===== src/fnrs_pkg.sv =====
package fnrs_pkg;

  localparam int PATCH_SLOTS = 32;
  localparam int PATCH_BYTES = 30;
  localparam int SLOT_W      = (PATCH_SLOTS > 1) ? $clog2(PATCH_SLOTS) : 1;
  localparam int MEM_DEPTH   = PATCH_SLOTS * PATCH_BYTES;
  localparam int ADDR_W      = $clog2(MEM_DEPTH);
  localparam int PC_W        = 6;
  localparam int NUM_CH      = 6;

  // command codes
  localparam logic [2:0] OP_NOTE_ON     = 3'd0;
  localparam logic [2:0] OP_KEY_RELEASE = 3'd1;
  localparam logic [2:0] OP_PATCH_WR    = 3'd2;
  localparam logic [2:0] OP_RAW         = 3'd3;
  localparam logic [2:0] OP_SILENCE     = 3'd4;

  // chip registers
  localparam logic [7:0] REG_KEY    = 8'h28;
  localparam logic [7:0] REG_DAC    = 8'h2B;
  localparam logic [7:0] REG_OP     = 8'h30;
  localparam logic [7:0] REG_FLO    = 8'hA0;
  localparam logic [7:0] REG_FHI    = 8'hA4;
  localparam logic [7:0] REG_FB_ALG = 8'hB0;
  localparam logic [7:0] REG_PAN    = 8'hB4;

  // patch byte positions
  localparam logic [4:0] IDX_FB_ALG = 5'd28;
  localparam logic [4:0] IDX_PAN    = 5'd29;

  // default patch values
  localparam logic [7:0] DEF_TL  = 8'h7F;
  localparam logic [7:0] DEF_RR  = 8'hFF;
  localparam logic [7:0] DEF_PAN = 8'hC0;

  localparam logic [10:0] FNUM [12] = '{
    11'd617, 11'd653, 11'd692, 11'd733, 11'd777, 11'd823,
    11'd872, 11'd924, 11'd979, 11'd1037, 11'd1099, 11'd1164
  };

  localparam logic [7:0] SLOT_OFF [4] = '{8'h00, 8'h08, 8'h04, 8'h0C};

  // program addresses
  localparam logic [PC_W-1:0] PC_DISPATCH = 6'd0;
  localparam logic [PC_W-1:0] PC_NOTE     = 6'd1;
  localparam int              PC_OPS      = 3;
  localparam logic [PC_W-1:0] PC_FREQ     = 6'd31;
  localparam logic [PC_W-1:0] PC_KEY_OFF  = 6'd34;
  localparam logic [PC_W-1:0] PC_RAW      = 6'd35;
  localparam logic [PC_W-1:0] PC_SILENCE  = 6'd36;
  localparam logic [PC_W-1:0] PC_PATCH_WR = 6'd43;
  localparam logic [PC_W-1:0] PC_FILL     = 6'd44;

  typedef struct packed {
    logic [2:0] op;
    logic [7:0] channel;
    logic [7:0] note;
    logic [7:0] instrument;
    logic [4:0] patch_slot;
    logic [4:0] patch_index;
    logic [7:0] patch_byte;
    logic [8:0] raw_address;
    logic [7:0] raw_value;
  } cmd_t;

  typedef struct packed {
    logic       port;
    logic [7:0] reg_addr;
    logic [7:0] reg_data;
    logic       last;
  } result_t;

  typedef enum logic [2:0] {
    SQ_NEXT, SQ_END, SQ_DISPATCH, SQ_ROW, SQ_FILL
  } seq_t;

  typedef enum logic [1:0] {PS_CH, PS_ZERO, PS_RAW} port_sel_t;
  typedef enum logic [1:0] {AS_CONST, AS_CH, AS_RAW} addr_sel_t;
  typedef enum logic [2:0] {
    DS_CONST, DS_MEM, DS_FNUM_LO, DS_FNUM_HI, DS_KEY_ON, DS_KEY_OFF, DS_RAW
  } data_sel_t;
  typedef enum logic [1:0] {WR_NONE, WR_BYTE, WR_FILL} wr_sel_t;

  typedef enum logic {SEQ_IDLE, SEQ_RUN} seq_state_t;

  typedef struct packed {
    seq_t       seq;
    logic       emit;
    logic       last;
    port_sel_t  port_sel;
    addr_sel_t  addr_sel;
    logic [7:0] addr_base;
    data_sel_t  data_sel;
    logic [7:0] data_const;
    logic [4:0] rd_idx;
    wr_sel_t    wr;
    logic       clr_rows;
  } ucode_t;

  typedef struct packed {
    logic [2:0] op;
    logic       ch_ok;
    logic       inst_ok;
    logic       pw_ok;
    logic       row_ok;
    logic       fill_last;
  } status_t;

  localparam ucode_t UC_NOP = '{
    seq: SQ_END, emit: 1'b0, last: 1'b0, port_sel: PS_ZERO, addr_sel: AS_CONST,
    addr_base: 8'h00, data_sel: DS_CONST, data_const: 8'h00, rd_idx: 5'd0,
    wr: WR_NONE, clr_rows: 1'b0
  };

  function automatic logic [7:0] default_byte(input logic [4:0] idx);
    logic [7:0] b;
    b = 8'h00;
    unique case (idx)
      5'd1, 5'd8, 5'd15, 5'd22:  b = DEF_TL;
      5'd5, 5'd12, 5'd19, 5'd26: b = DEF_RR;
      IDX_PAN:                   b = DEF_PAN;
      default:                   b = 8'h00;
    endcase
    return b;
  endfunction

  function automatic logic [ADDR_W-1:0] patch_addr(input logic [SLOT_W-1:0] slot,
                                                  input logic [4:0] idx);
    return ADDR_W'(slot) * ADDR_W'(PATCH_BYTES) + ADDR_W'(idx);
  endfunction

  function automatic logic [SLOT_W-1:0] to_slot(input logic [7:0] v);
    return v[SLOT_W-1:0];
  endfunction

  // control program
  function automatic ucode_t ucode(input logic [PC_W-1:0] pc);
    ucode_t w;
    int k;
    w = UC_NOP;
    unique case (pc)
      PC_DISPATCH: begin
        w.seq = SQ_DISPATCH; w.rd_idx = IDX_FB_ALG;
      end
      PC_NOTE: begin
        w.seq = SQ_NEXT; w.emit = 1'b1; w.port_sel = PS_CH; w.addr_sel = AS_CH;
        w.addr_base = REG_FB_ALG; w.data_sel = DS_MEM; w.rd_idx = IDX_PAN;
      end
      6'd2: begin
        w.seq = SQ_NEXT; w.emit = 1'b1; w.port_sel = PS_CH; w.addr_sel = AS_CH;
        w.addr_base = REG_PAN; w.data_sel = DS_MEM; w.rd_idx = 5'd0;
      end
      PC_FREQ: begin
        w.seq = SQ_NEXT; w.emit = 1'b1; w.port_sel = PS_CH; w.addr_sel = AS_CH;
        w.addr_base = REG_FLO; w.data_sel = DS_FNUM_LO;
      end
      6'd32: begin
        w.seq = SQ_NEXT; w.emit = 1'b1; w.port_sel = PS_CH; w.addr_sel = AS_CH;
        w.addr_base = REG_FHI; w.data_sel = DS_FNUM_HI;
      end
      6'd33: begin
        w.emit = 1'b1; w.last = 1'b1; w.addr_base = REG_KEY; w.data_sel = DS_KEY_ON;
      end
      PC_KEY_OFF: begin
        w.emit = 1'b1; w.last = 1'b1; w.addr_base = REG_KEY; w.data_sel = DS_KEY_OFF;
      end
      PC_RAW: begin
        w.emit = 1'b1; w.last = 1'b1; w.port_sel = PS_RAW; w.addr_sel = AS_RAW;
        w.data_sel = DS_RAW;
      end
      PC_SILENCE: begin
        w.seq = SQ_NEXT; w.emit = 1'b1; w.addr_base = REG_DAC; w.data_const = 8'h00;
      end
      6'd37, 6'd38, 6'd39, 6'd40, 6'd41: begin
        w.seq = SQ_NEXT; w.emit = 1'b1; w.addr_base = REG_KEY;
        w.data_const = (pc >= 6'd40) ? 8'(pc - 6'd36) : 8'(pc - 6'd37);
      end
      6'd42: begin
        w.emit = 1'b1; w.last = 1'b1; w.addr_base = REG_KEY; w.data_const = 8'h06;
        w.clr_rows = 1'b1;
      end
      PC_PATCH_WR: begin
        w.seq = SQ_ROW; w.wr = WR_BYTE;
      end
      PC_FILL: begin
        w.seq = SQ_FILL; w.wr = WR_FILL;
      end
      default: w = UC_NOP;
    endcase
    // operator writes in slot order 0,8,4,C
    for (int o = 0; o < 4; o++) begin
      for (int f = 0; f < 7; f++) begin
        k = o * 7 + f;
        if (pc == PC_W'(PC_OPS + k)) begin
          w = UC_NOP;
          w.seq       = SQ_NEXT;
          w.emit      = 1'b1;
          w.port_sel  = PS_CH;
          w.addr_sel  = AS_CH;
          w.addr_base = 8'(REG_OP + 8'(f * 16) + SLOT_OFF[o]);
          w.data_sel  = DS_MEM;
          w.rd_idx    = 5'(k + 1);
        end
      end
    end
    return w;
  endfunction

endpackage


===== src/fnrs_seq.sv =====
module fnrs_seq
  import fnrs_pkg::*;
(
  input  logic    clk,
  input  logic    rst,
  input  logic    start,
  input  status_t stat,
  output logic    busy,
  output ucode_t  uc
);

  seq_state_t      state, state_next;
  logic [PC_W-1:0] pc, pc_next;
  logic            finish;

  always_ff @(posedge clk) begin
    if (rst) begin
      state <= SEQ_IDLE;
      pc    <= PC_DISPATCH;
    end else begin
      state <= state_next;
      pc    <= pc_next;
    end
  end

  always_comb begin
    state_next = state;
    pc_next    = pc;
    finish     = 1'b0;
    uc         = (state == SEQ_RUN) ? ucode(pc) : UC_NOP;
    if (state == SEQ_RUN) begin
      unique case (uc.seq)
        SQ_NEXT: pc_next = pc + PC_W'(1);
        SQ_END:  finish = 1'b1;
        SQ_DISPATCH: begin
          priority case (stat.op)
            OP_NOTE_ON: begin
              if (!stat.ch_ok) finish = 1'b1;
              else pc_next = stat.inst_ok ? PC_NOTE : PC_FREQ;
            end
            OP_KEY_RELEASE: begin
              if (stat.ch_ok) pc_next = PC_KEY_OFF;
              else finish = 1'b1;
            end
            OP_PATCH_WR: begin
              if (stat.pw_ok) pc_next = PC_PATCH_WR;
              else finish = 1'b1;
            end
            OP_RAW:     pc_next = PC_RAW;
            OP_SILENCE: pc_next = PC_SILENCE;
            default:    finish = 1'b1;
          endcase
        end
        // slot already live: single byte write, else fill the row
        SQ_ROW: begin
          if (stat.row_ok) finish = 1'b1;
          else pc_next = PC_FILL;
        end
        SQ_FILL: begin
          if (stat.fill_last) finish = 1'b1;
        end
        default: finish = 1'b1;
      endcase
    end
    busy = (state == SEQ_RUN) && !finish;
    if (start && !busy) begin
      state_next = SEQ_RUN;
      pc_next    = PC_DISPATCH;
    end else if (finish) begin
      state_next = SEQ_IDLE;
    end
  end

endmodule


===== config.mk =====
export PLATFORM = sky130hd
export DESIGN_NAME = fnrs_seq
export DESIGN_NICKNAME = d
export VERILOG_FILES = /design/src/fnrs_pkg.sv /design/src/fnrs_seq.sv
export SDC_FILE = /design/constraint.sdc
export NUM_CORES = 1
export LEC_CHECK = 0
export ABC_AREA = 1
export BUFFER_PORTS_ARGS = -buffer_cell sky130_fd_sc_hd__buf_4
export CORE_ASPECT_RATIO = 0.7
export CORE_UTILIZATION = 25
export DETAILED_ROUTE_END_ITERATION = 12
export GPL_TIMING_DRIVEN = 0
export SLEW_MARGIN = 20
export SYNTH_ARGS = -nofsm -noshare
export SYNTH_HDL_FRONTEND = slang
export SYNTH_SLANG_ARGS = --single-unit

===== constraint.sdc =====
create_clock -name clk -period 3.9 [get_ports clk]
set_input_delay 0.78 -clock clk [delete_from_list [all_inputs] [get_ports clk]]
set_output_delay 0.78 -clock clk [all_outputs]
set_load 0.05 [all_outputs]

==> results of run 1 <==
## cell usage after synthesis
cell and instances:
sky130_fd_sc_hd__buf_4 3, sky130_fd_sc_hd__a211oi_1 2, sky130_fd_sc_hd__nor4_4 1, sky130_fd_sc_hd__o21ai_0 18
sky130_fd_sc_hd__nor2_4 6, sky130_fd_sc_hd__o31ai_1 2, sky130_fd_sc_hd__a21oi_2 1, sky130_fd_sc_hd__inv_1 57
sky130_fd_sc_hd__nor3_2 1, sky130_fd_sc_hd__a21oi_1 26, sky130_fd_sc_hd__nand4_1 3, sky130_fd_sc_hd__o2111ai_1 1
sky130_fd_sc_hd__buf_12 1, sky130_fd_sc_hd__nand3_1 23, sky130_fd_sc_hd__a32o_1 1, sky130_fd_sc_hd__nor3_4 1
sky130_fd_sc_hd__nand2_1 110, sky130_fd_sc_hd__a31oi_1 4, sky130_fd_sc_hd__buf_6 3, sky130_fd_sc_hd__clkbuf_1 4
sky130_fd_sc_hd__xor2_1 4, sky130_fd_sc_hd__inv_2 13, sky130_fd_sc_hd__xnor2_1 1, sky130_fd_sc_hd__nor2_2 9
sky130_fd_sc_hd__nor4_1 4, sky130_fd_sc_hd__ha_1 10, sky130_fd_sc_hd__and3_1 2, sky130_fd_sc_hd__dfxtp_1 7
sky130_fd_sc_hd__nor3_1 13, sky130_fd_sc_hd__buf_1 1, sky130_fd_sc_hd__nand2_4 2, sky130_fd_sc_hd__o41ai_1 3
sky130_fd_sc_hd__a211oi_2 4, sky130_fd_sc_hd__o211ai_1 1, sky130_fd_sc_hd__o21ai_2 1, sky130_fd_sc_hd__nor2_1 70
sky130_fd_sc_hd__nand2_2 8
## per-layer routing
layer | GRT usage [%] | vias to the layer above | part of all wire (%)
li1 | - | 1445 | -
met1 | 26.3 | 1266 | 52
met2 | 24.7 | 141 | 39
met3 | 3.13 | 6 | 8.3
met4 | 2.86 | 0 | 0.32
met5 | 0 | - | 0
## cell type report
| class | count | area (um^2) | share of cell area (%) |
|---|---|---|---|
| multi-input combinational | 332 | 1850 | 61.7 |
| timing repair buffer | 53 | 398 | 13.3 |
| inverter | 70 | 275 | 9.20 |
| sequential | 7 | 153 | 5.10 |
| tap | 120 | 150 | 5.02 |
| buffer | 10 | 91.3 | 3.05 |
| clock buffer | 4 | 78.8 | 2.63 |
## worst max-delay path, delay by kind of cell (launching register included)
kind                     cells  cell delay, ns
AND/OR/NAND/NOR             11            1.61
buffers and inverters        4            0.38
adder cells (fa/ha/maj)      1            0.24
AO/OA/AOI/OAI                1            0.05
flip-flops                   1            0.41
## timing repair
item                       CTS  global route
hold buffers                 0             0
gates cloned                 0             0
pin swaps                    2             2
setup buffers                2             4
gates resized for setup     10            42
setup endpoints to repair    4             6
## where the power goes
group	internal [mW]	switching, mW	total [mW]
clock	0.136	0.0431	0.180
combinational	0.898	1.78	2.68
sequential	0.114	0.0696	0.184
total	1.15	1.89	3.04
## registers in the layout (all words and copies together), names as in the netlist
name   cells
state      1
pc         6
## cells by family (layout without fill, tap and decap cells)
logic type / Yosys count / in the layout / share of synthesized area (%)
adder cells (fa/ha/maj): 10 / 10 / 5.64
XOR/XNOR: 5 / 5 / 1.97
AO/OA/AOI/OAI: 64 / 64 / 17.8
buffers and inverters: 82 / 137 / 16.1
flip-flops: 7 / 7 / 6.32
AND/OR/NAND/NOR: 253 / 253 / 52.1
## through the flow
stage | instance area [um^2] | power [mW] | setup WS [ns]
2_1_floorplan | 2220 | 2.09 | 0.234
3_3_place_gp | 2730 | 2.70 | -0.371
3_5_place_dp | 2730 | 2.68 | -0.318
4_1_cts | 2830 | 2.88 | 0.00371
5_1_grt | 2990 | 3.32 | -0.0143
6_report | 2990 | 3.04 | 0.184
## worst min path at each step
stage | endpoint | cells past startpoint | slack (ns) | startpoint
global placement | pc[4]$_SDFFE_PP0P_ | 2 | 0.61 | pc[4]$_SDFFE_PP0P_
floorplan | pc[1]$_SDFFE_PP0P_ | 2 | 0.57 | pc[1]$_SDFFE_PP0P_
CTS | pc[2]$_SDFFE_PP0P_ | 2 | 0.62 | pc[2]$_SDFFE_PP0P_
global route | pc[1]$_SDFFE_PP0P_ | 2 | 0.59 | pc[1]$_SDFFE_PP0P_
detailed placement | pc[4]$_SDFFE_PP0P_ | 2 | 0.62 | pc[4]$_SDFFE_PP0P_
finish | pc[1]$_SDFFE_PP0P_ | 2 | 0.57 | pc[1]$_SDFFE_PP0P_
==> insert_results.sql, run 1 <==
INSERT INTO impl_metrics (metric_group, metric, value, unit) VALUES
('die', 'start_util', '26.1', '%'),
('sta', 'highest_attainable_clock_frequency', '0.269', 'GHz'),
('clocking', 'tritoncts_clock_tree', 'yes', ''),
('logic_synthesis', 'syn_nets', '442', ''),
('routing', 'routed_via_density', '4.80', ''),
('logic_synthesis', 'post_syn_area_per_cell', '5.27', 'um^2'),
('layout', 'area_growth_syn_to_layout', '34.9', '%'),
('clocking', 'clkSinkCount', '7', ''),
('pwr', 'peakVddDrop', '0.399', 'mV'),
('sta', 'whs', '0.570', 'ns'),
('critical_path', 'critPathSlowestCell', 'sky130_fd_sc_hd__dfxtp_4', ''),
('placement', 'post-place-cells', '588', ''),
('logic_synthesis', 'synth_cell_type_count', '37', ''),
('logic_synthesis', 'yosysSeqAreaShare', '6.32', '%'),
('critical_path', 'path_cells', 'inv_4 -> ha_2 -> nand2_2 -> nor2_1 -> nor3_2 -> and3_1 -> nand2_2 -> nor4_4 -> nand2_2 -> nand2_4 -> nor2_4 -> nand2_2 -> o21ai_2 -> inv_2 -> nand2_2 -> inv_1 -> buf_4', ''),
('worst_hold_path', 'min_path_type', 'flip-flop to flip-flop', ''),
('critical_path', 'reg2reg_to', 'pc[2]$_SDFFE_PP0P_', ''),
('placement', 'portBuffers', '47', ''),
('logic_synthesis', 'synth_seq_cells', '7', ''),
('global_route', 'grt_antenna_before_repair', '0', ''),
('layout', 'fin_nets', '498', ''),
('sta', 'setup-tns-final', '0', 'ns'),
('sta', 'headroom_to_the_max_slew_limit', '60.3', '%'),
('placement', 'finalWeightedCongestion', '0.929', ''),
('layout', 'final_cell_mix', 'sky130_fd_sc_hd__nand2_1, sky130_fd_sc_hd__nor2_1, sky130_fd_sc_hd__buf_4', ''),
('routing', 'detailedRoute.firstIterationViolations', '236', ''),
('layout', 'fill_cells', '959', ''),
('global_route', 'grt_pass1_wl', '12.6', 'mm'),
('critical_path', 'path_max_fanout', '7', ''),
('sta', 'max_slew.worst_pin.slew', '0.595', 'ns'),
('critical_path', 'timing_worst_setup_path_type', 'flip-flop to output pin', ''),
('clocking', 'clk-insertion-delay-late', '0.23', 'ns'),
('placement', 'detailedPlacementHpwl', '6.44', 'mm'),
('sta', 'final-setup-viol-count', '0', ''),
('sta', 'timing.final.crit_period', '3.72', 'ns'),
('routing', 'detail-route-antenna-nets', '0', ''),
('global_route', 'grt_start_max_net_pins', '11', ''),
('status', 'status', 'finished, final reports clean', ''),
('sta', 'hold_viol_final', '0', ''),
('logic_synthesis', 'yosysTopAreaCellShare', '18.6', '%'),
('critical_path', 'cp-startpoint', 'pc[0]$_SDFFE_PP0P_', ''),
('critical_path', 'cp.required', '3.12', 'ns'),
('layout', 'final_design_utilization', '35.2', '%'),
('clocking', 'number_of_cts_inserted_buffers', '3', ''),
('layout', 'stdcell_count', '596', ''),
('critical_path', 'critPathLaunchType', 'flip-flop', ''),
('critical_path', 'critical_path.max_stage_delay', '0.41', 'ns'),
('pwr', 'p_leak', '1.53', 'nW'),
('critical_path', 'timing.rr.start', 'pc[0]$_SDFFE_PP0P_', ''),
('sta', 'final_min_period_over_clock_period', '95.3', '%'),
('pwr', 'p_per_area', '1020', 'nW/um^2'),
('global_route', 'grtUsageTotal', '17.2', '%'),
('critical_path', 'critPathArrivalTime', '2.94', 'ns'),
('die', 'floorplan.die_area', '9260', 'um^2'),
('die', 'die_w', '115', 'um'),
('sta', 'finalMaxSlewViolations', '0', ''),
('layout', 'n_antenna_cell', '0', ''),
('global_route', 'overflow', '0', ''),
('run', 'cap_viol_max_count', '0', ''),
('die', 'core', '8510', 'um^2'),
('critical_path', 'regToRegSetupSlack', '0.93', 'ns'),
('die', 'boundaryPins', '48', ''),
('routing', 'route.detailed.wl_per_inst', '13.1', 'um'),
('logic_synthesis', 'count_of_synthesis_stage_warnings_from_yosys', '0', ''),
('logic_synthesis', 'post_synth_inst_count', '421', ''),
('routing', 'post-route-drc-count', '0', ''),
('critical_path', 'worst_setup_path_end_kind', 'output pin', ''),
('die', 'die-height', '80.8', 'um'),
('clocking', 'cts_htree_levels', '1', ''),
('logic_synthesis', 'synth.area.top_cells', 'sky130_fd_sc_hd__nand2_1, sky130_fd_sc_hd__nor2_1, sky130_fd_sc_hd__inv_1', ''),
('global_route', 'vias_in_the_first_global_route', '2604', '');
No activity file was read; power rests on OpenSTA's default activity.
==> run 2: changes to the inputs <==
Settings changed: ABC_AREA 1 to not set, MAX_ROUTING_LAYER set to met4, TNS_END_PERCENT set to 5.
==> run 2 against run 1 <==
  * Combinational power is 58% lower
  * Count of clock-buffer cells in the layout stayed put
  * Cell area is 2.7% lower
  * Worst hold slack better by 0.026 ns
  * Synthesized cell count is 16% lower
==> insert_results.sql, run 2 <==
INSERT INTO impl_metrics (metric_group, metric, value, unit) VALUES
('routing', 'detailedRoute.firstIterationViolations', '521', ''),
('die', 'floorplan.die_area', '9590', 'um^2'),
('global_route', 'overflow', '0', ''),
('global_route', 'grt_start_max_net_pins', '11', ''),
('clocking', 'tritoncts_clock_tree', 'yes', ''),
('global_route', 'grt_pass1_wl', '15.6', 'mm'),
('routing', 'firstDrtPassIters', '7', ''),
('status', 'status', 'finished, final reports clean', ''),
('critical_path', 'path_cells', 'inv_1 -> ha_1 -> buf_2 -> nor2_2 -> nor2_1 -> a21o_1 -> o21ai_1 -> a21oi_1 -> o21ai_0 -> a221oi_1 -> buf_4', ''),
('global_route', 'grt_antenna_before_repair', '0', ''),
('layout', 'number_of_flip_flops_in_the_largest_register', '6', ''),
('logic_synthesis', 'yosysTopAreaCellShare', '8.49', '%'),
('critical_path', 'critPathSlowestCell', 'sky130_fd_sc_hd__dfxtp_1', ''),
('routing', 'routed-via-count', '3107', ''),
('sta', 'whs', '0.596', 'ns'),
('layout', 'final_design_utilization', '33.5', '%'),
('pwr', 'p_leak', '1.16', 'nW'),
('routing', 'routed_via_density', '5.93', ''),
('logic_synthesis', 'synth_seq_cells', '7', ''),
('pwr', 'swShare', '55.7', '%'),
('layout', 'fin_nets', '426', ''),
('logic_synthesis', 'syn_nets', '376', ''),
('logic_synthesis', 'asyncSetResetFlopFracSynth', '0', '%'),
('layout', 'register_cell_area_after_layout', '141', 'um^2'),
('clocking', 'number_of_cts_inserted_buffers', '3', ''),
('routing', 'totalWireLength', '9.95', 'mm'),
('logic_synthesis', 'count_of_synthesis_stage_warnings_from_yosys', '0', ''),
('clocking', 'cts_hold_buf', '0', ''),
('layout', 'stdcell_count', '524', ''),
('sta', 'headroom_to_the_max_slew_limit', '58.2', '%'),
('layout', 'reg.largest.list', 'pc (6), state (1)', ''),
('placement', 'post-place-cells', '521', ''),
('sta', 'max_slew.worst_pin.slew', '0.628', 'ns'),
('sta', 'highest_attainable_clock_frequency', '0.265', 'GHz'),
('logic_synthesis', 'synth-edff-count', '0', ''),
('critical_path', 'timing_worst_setup_path_type', 'flip-flop to output pin', ''),
('logic_synthesis', 'commonest_register_cell_after_synthesis', 'sky130_fd_sc_hd__dfxtp_1', ''),
('routing', 'post-route-drc-count', '0', ''),
('clocking', 'clk-insertion-delay-late', '0.24', 'ns'),
('die', 'die-height', '82.2', 'um'),
('sta', 'final-setup-viol-count', '0', ''),
('routing', 'route.detailed.wl_per_inst', '19.0', 'um'),
('layout', 'n_antenna_cell', '0', ''),
('sta', 'worst_clock_skew', '0.00254', 'ns'),
('logic_synthesis', 'post_syn_area_per_cell', '6.47', 'um^2'),
('pwr', 'power_frac_seq', '6.8', '%'),
('logic_synthesis', 'post_synth_most_frequent_cells', 'sky130_fd_sc_hd__nor2_1, sky130_fd_sc_hd__a21oi_1, sky130_fd_sc_hd__nand2_1, sky130_fd_sc_hd__o21ai_0', ''),
('sta', 'final_min_period_over_clock_period', '96.6', '%'),
('pwr', 'comb_power_share', '80.4', '%'),
('die', 'die_w', '117', 'um'),
('pwr', 'p_int', '621', 'uW'),
('critical_path', 'cp.required', '3.12', 'ns'),
('placement', 'detailedPlacementHpwl', '7.69', 'mm'),
('die', 'core', '8690', 'um^2'),
('global_route', 'vias_in_the_first_global_route', '2820', ''),
('layout', 'area_growth_syn_to_layout', '26.7', '%'),
('placement', 'portBuffers', '46', ''),
('layout', 'multiInputGateArea', '1940', 'um^2'),
('clocking', 'clk_root_buffer_cell', 'sky130_fd_sc_hd__clkbuf_16', ''),
('clocking', 'cts_htree_levels', '1', ''),
('layout', 'regMostFlops', 'pc', ''),
('clocking', 'clkSinkCount', '7', ''),
('die', 'boundaryPins', '48', ''),
('pwr', 'net-switching-power', '782', 'uW'),
('critical_path', 'path_max_fanout', '10', ''),
('sta', 'hold_viol_final', '0', ''),
('clocking', 'clockBufferDepth', '2', ''),
('run', 'cap_viol_max_count', '0', ''),
('critical_path', 'critical_path.max_stage_delay', '0.35', 'ns'),
('pwr', 'peakVddDrop', '0.157', 'mV'),
('logic_synthesis', 'syn-cell-area', '2300', 'um^2'),
('layout', 'final_common_cell', 'sky130_fd_sc_hd__buf_4', ''),
('die', 'number_of_core_rows', '28', ''),
('worst_hold_path', 'min_path_type', 'flip-flop to flip-flop', ''),
('pwr', 'p_per_area', '482', 'nW/um^2'),
('logic_synthesis', 'synth.area.top_cells', 'sky130_fd_sc_hd__nor2_1, sky130_fd_sc_hd__a21oi_1, sky130_fd_sc_hd__dfxtp_1', ''),
('routing', 'detail-route-antenna-nets', '0', ''),
('logic_synthesis', 'synth_cell_type_count', '74', ''),
('logic_synthesis', 'synth_most_common_cell', 'sky130_fd_sc_hd__nor2_1', ''),
('layout', 'fill_cells', '972', ''),
('die', 'start_util', '26.5', '%'),
('logic_synthesis', 'post_synth_inst_count', '355', ''),
('pwr', 'power.clock.fraction', '12.8', '%'),
('layout', 'final_cell_mix', 'sky130_fd_sc_hd__buf_4, sky130_fd_sc_hd__nor2_1, sky130_fd_sc_hd__a21oi_1', ''),
('sta', 'finalMaxSlewViolations', '0', ''),
('layout', 'post_route_cells_drive_above_1_share', '26.0', '%'),
('logic_synthesis', 'synthDominantAreaCellType', 'sky130_fd_sc_hd__nor2_1', ''),
('logic_synthesis', 'yosysSeqAreaShare', '6.10', '%'),
('placement', 'finalWeightedCongestion', '1.01', ''),
('global_route', 'grtUsageTotal', '22.0', '%'),
('critical_path', 'critPathArrivalTime', '2.99', 'ns'),
('critical_path', 'worst_setup_path_end_kind', 'output pin', ''),
('critical_path', 'critPathLaunchType', 'flip-flop', ''),
('sta', 'timing.final.crit_period', '3.77', 'ns'),
('clocking', 'path_clk_slew', '0.04', 'ns');
-- run 2: cell types whose count changed after synthesis, moves of 12 or more --
| cell | change |
|---|---|
| sky130_fd_sc_hd__clkbuf_1 | +12 |
| sky130_fd_sc_hd__inv_1 | -41 |
| sky130_fd_sc_hd__inv_2 | -13 |
| sky130_fd_sc_hd__nand2_1 | -79 |
| sky130_fd_sc_hd__nand3_1 | -15 |
| sky130_fd_sc_hd__nor2_1 | -18 |
-- run 2: what timing repair did --
item / 4_1_cts / 5_1_grt
pin swaps: 0 / 2
buffers inserted: 0 / 2
resized for setup: 6 / 14
cloned: 0 / 0
setup endpoints to repair: 6 / 11
-- run 2: cell families after synthesis --
| kind of cell | share of synthesized area (%) |
|---|---|
| compound gates | 43.3 |
| xor+xnor | 1.91 |
| fa+ha+maj | 5.88 |
| buf+inv | 10.6 |
| flops | 6.10 |
| mux | 1.80 |
| simple gates | 30.4 |
-- run 2: stage by stage --
step / setup WS, ns / setup TNS, ns / power (mW) / cell area, um^2
after CTS: 0.0130 / 0 / 1.37 / 2880
after detailed placement: -0.00625 / -0.00625 / 1.18 / 2800
final: 0.132 / 0 / 1.40 / 2910
after global routing: -0.00103 / -0.00106 / 1.49 / 2910
after floorplan: -0.0346 / -0.0346 / 0.915 / 2300
after global placement: -0.0717 / -0.0717 / 1.20 / 2800
-- run 2: layer usage --
layer  share of wire, %  GRT usage (%)
met1                 46           31.7
met5                  0              -
met4                2.6           6.96
met2                 38           28.2
met3                 14           6.79
-- run 2: power groups by stage --
| stage | clock network [mW] | registers, mW | logic [mW] |
|---|---|---|---|
| CTS | 0.181 | 0.0948 | 1.09 |
| global placement | 0 | 0.0959 | 1.10 |
| floorplan | 0 | 0.0922 | 0.822 |
| finish | 0.179 | 0.0954 | 1.13 |
| detailed placement | 0 | 0.0964 | 1.08 |
| global route | 0.188 | 0.0979 | 1.21 |
-- run 2: path summary, 6_finish.rpt --
| kind | start | endpoint | slack (ns) | cells past startpoint |
|---|---|---|---|---|
| hold / removal | pc[3]$_SDFFE_PP0P_ | pc[3]$_SDFFE_PP0P_ | 0.60 | 2 |
| setup / recovery | pc[1]$_SDFFE_PP0P_ | uc[24] | 0.13 | 11 |
| setup reg to reg | pc[1]$_SDFFE_PP0P_ | pc[2]$_SDFFE_PP0P_ | 0.87 | 12 |
| hold reg to reg | pc[3]$_SDFFE_PP0P_ | pc[3]$_SDFFE_PP0P_ | 0.60 | 2 |
-- run 2: area by class of cell --
| cell class | count | share of cell area [%] |
|---|---|---|
| Timing Repair Buffer | 48 | 12.4 |
| Clock buffer | 4 | 2.71 |
| Sequential cell | 7 | 4.85 |
| Inverter | 16 | 2.06 |
| Buffer | 32 | 6.40 |
| Tap cell | 120 | 5.15 |
| Multi-Input combinational cell | 297 | 66.5 |
-- run 2: critical path: cells and delay by family (launching register included) --
kind	cells	cell delay, ns
AND/OR/NAND/NOR	2	0.36
buffers and inverters	3	0.68
AO/OA/AOI/OAI	5	1.03
flip-flops	1	0.35
adder cells (fa/ha/maj)	1	0.31
==> run 3: changes to the inputs <==
Settings changed: ABC_AREA set to 1.
==> run 3 against run 2 <==
  * Sequential power increased by 100%
  * Power is 120% higher
  * Count of clock-buffer cells in the layout stayed put
  * Die area down 3.4%
  * Sequential share of layout area up 0.16 points
  * Cell count increased by 15%
  * Utilization is 2.8 points higher
  * Largest power group unchanged
==> insert_results.sql, run 3 (same netlist as run 1, synthesis figures left out) <==
INSERT INTO impl_metrics (metric_group, metric, value, unit) VALUES
('clocking', 'cts_hold_buf', '0', ''),
('clocking', 'clkSinkCount', '7', ''),
('placement', 'portBuffers', '47', ''),
('placement', 'post-place-cells', '588', ''),
('die', 'start_util', '26.1', '%'),
('clocking', 'clk-insertion-delay-late', '0.24', 'ns'),
('layout', 'n_antenna_cell', '0', ''),
('routing', 'totalWireLength', '7.98', 'mm'),
('routing', 'firstDrtPassIters', '5', ''),
('layout', 'number_of_flip_flops_in_the_largest_register', '6', ''),
('pwr', 'p_per_area', '1010', 'nW/um^2'),
('clocking', 'path_clk_slew', '0.04', 'ns'),
('placement', 'dpl_cell_area', '2730', 'um^2'),
('sta', 'final_critical_path_setup_slack', '0.197', 'ns'),
('worst_hold_path', 'min_path_type', 'flip-flop to flip-flop', ''),
('layout', 'post_route_cells_drive_above_1_share', '31.8', '%'),
('die', 'floorplan.die_area', '9260', 'um^2'),
('sta', 'timing.final.crit_period', '3.70', 'ns'),
('sta', 'final-setup-viol-count', '0', ''),
('sta', 'hold_viol_final', '0', ''),
('sta', 'max_slew.worst_pin.slew', '0.645', 'ns'),
('pwr', 'peakVddDrop', '0.282', 'mV'),
('critical_path', 'worst_setup_path_end_kind', 'output pin', ''),
('layout', 'fill_cells', '936', ''),
('layout', 'multiInputGateArea', '1880', 'um^2'),
('sta', 'worst_clock_skew', '0.000761', 'ns'),
('layout', 'reg.largest.list', 'pc (6), state (1)', ''),
('routing', 'routed-via-count', '2964', ''),
('placement', 'detailedPlacementHpwl', '6.50', 'mm'),
('clocking', 'clockBufferDepth', '2', ''),
('layout', 'final_common_cell', 'sky130_fd_sc_hd__nand2_1', ''),
('routing', 'route.detailed.wl_per_inst', '13.2', 'um'),
('routing', 'post-route-drc-count', '0', ''),
('clocking', 'cts_htree_levels', '1', ''),
('global_route', 'grtUsageTotal', '18.3', '%'),
('routing', 'detailedRoute.firstIterationViolations', '230', ''),
('critical_path', 'path_max_fanout', '7', ''),
('clocking', 'tritoncts_clock_tree', 'yes', ''),
('clocking', 'clk_root_buffer_cell', 'sky130_fd_sc_hd__clkbuf_16', ''),
('layout', 'regMostFlops', 'pc', ''),
('critical_path', 'timing_worst_setup_path_type', 'flip-flop to output pin', ''),
('run', 'cap_viol_max_count', '0', ''),
('sta', 'finalMaxSlewViolations', '0', ''),
('critical_path', 'critPathLaunchType', 'flip-flop', ''),
('layout', 'fin_nets', '506', ''),
('die', 'number_of_core_rows', '28', ''),
('layout', 'stdcell_count', '604', ''),
('global_route', 'grt_antenna_before_repair', '0', ''),
('die', 'die_w', '115', 'um'),
('routing', 'detail-route-antenna-nets', '0', ''),
('status', 'status', 'finished, final reports clean', ''),
('layout', 'register_cell_area_after_layout', '155', 'um^2'),
('sta', 'highest_attainable_clock_frequency', '0.270', 'GHz'),
('critical_path', 'cp.required', '3.12', 'ns'),
('global_route', 'overflow', '0', ''),
('global_route', 'grt_start_max_net_pins', '11', ''),
('sta', 'final_min_period_over_clock_period', '95.0', '%'),
('clocking', 'number_of_cts_inserted_buffers', '3', ''),
('layout', 'final_cell_mix', 'sky130_fd_sc_hd__nand2_1, sky130_fd_sc_hd__nor2_1, sky130_fd_sc_hd__buf_4', ''),
('die', 'boundaryPins', '48', ''),
('global_route', 'grt_pass1_wl', '13.0', 'mm'),
('die', 'die-height', '80.8', 'um'),
('layout', 'final_design_utilization', '36.3', '%'),
('die', 'core', '8510', 'um^2'),
('layout', 'stdcell_area', '3090', 'um^2'),
('pwr', 'p_leak', '1.58', 'nW'),
('layout', 'area_growth_syn_to_layout', '39.4', '%'),
('placement', 'dp_slack', '-0.323', 'ns'),
('placement', 'finalWeightedCongestion', '0.930', ''),
('critical_path', 'regToRegSetupSlack', '0.93', 'ns'),
('sta', 'headroom_to_the_max_slew_limit', '57.0', '%'),
('critical_path', 'critPathArrivalTime', '2.92', 'ns'),
('pwr', 'p_total', '3.13', 'mW'),
('global_route', 'vias_in_the_first_global_route', '2598', ''),
('routing', 'routed_via_density', '4.91', '');
[run 3: cell types whose count changed in the layout (fill, tap and decap cells not counted), sizes merged, moves of 4 or more]
cell and delta:
a21o -6, a21oi -10, a221oi -5, and3 -5, buf +6, clkbuf -15, inv +54, nand2 +89
nand3 +14, nor2 +33, o21ai -13, o22ai -6, or2 -4
[run 3: routing by layer]
layer  track usage (%)  wire (um)
met4              3.64         51
met1              27.6       4090
met2              25.1       3120
met3              2.99        719
met5                 -          0
[run 3: cell type report]
class	instances	area share (%)
multi-input combinational	332	60.7
timing repair buffer	61	14.9
inverter	70	8.98
sequential	7	5.02
tap	120	4.86
buffer	10	2.95
clock buffer	4	2.55
[run 3: worst paths after layout]
kind,startpoint,endpoint,depth (start not counted)
setup / recovery,pc[0]$_SDFFE_PP0P_,busy,17
hold / removal,pc[0]$_SDFFE_PP0P_,pc[0]$_SDFFE_PP0P_,2
setup reg to reg,pc[0]$_SDFFE_PP0P_,pc[1]$_SDFFE_PP0P_,18
hold reg to reg,pc[0]$_SDFFE_PP0P_,pc[0]$_SDFFE_PP0P_,2
[run 3: repair_timing]
item                       CTS  global route
gates resized for setup     13            49
pin swaps                    2             5
setup endpoints to repair    4             6
buffers inserted             3            11
[run 3: metrics by stage]
stage / hold WS [ns] / TNS, ns
2_1_floorplan: 0.566 / 0
3_3_place_gp: 0.610 / -0.341
3_5_place_dp: 0.616 / -0.323
4_1_cts: 0.629 / -0.0250
5_1_grt: 0.606 / -0.0124
6_report: 0.580 / 0
[run 3: critical path, stage by stage, from the launching register on]
cell and delay [ns]:
sky130_fd_sc_hd__dfxtp_4 0.42, sky130_fd_sc_hd__inv_6 0.06, sky130_fd_sc_hd__ha_2 0.23, sky130_fd_sc_hd__nand2_2 0.17
sky130_fd_sc_hd__nor2_1 0.11, sky130_fd_sc_hd__nor3_2 0.29, sky130_fd_sc_hd__and3_1 0.27, sky130_fd_sc_hd__nand2_2 0.11
sky130_fd_sc_hd__nor4_4 0.24, sky130_fd_sc_hd__nand2_2 0.11, sky130_fd_sc_hd__nand2_4 0.12, sky130_fd_sc_hd__nor2_4 0.06
sky130_fd_sc_hd__nand2_2 0.07, sky130_fd_sc_hd__o21ai_2 0.05, sky130_fd_sc_hd__inv_2 0.06, sky130_fd_sc_hd__nand2_2 0.06
sky130_fd_sc_hd__inv_1 0.06, sky130_fd_sc_hd__buf_4 0.18
[run 3: power breakdown]
part / leakage (nW) / total, mW / switching [mW] / internal [mW]
Sequential: 0.0601 / 0.193 / 0.0774 / 0.116
Clock: 0.0382 / 0.181 / 0.0447 / 0.137
Combinational: 1.48 / 2.76 / 1.82 / 0.937
Total: 1.58 / 3.13 / 1.94 / 1.19
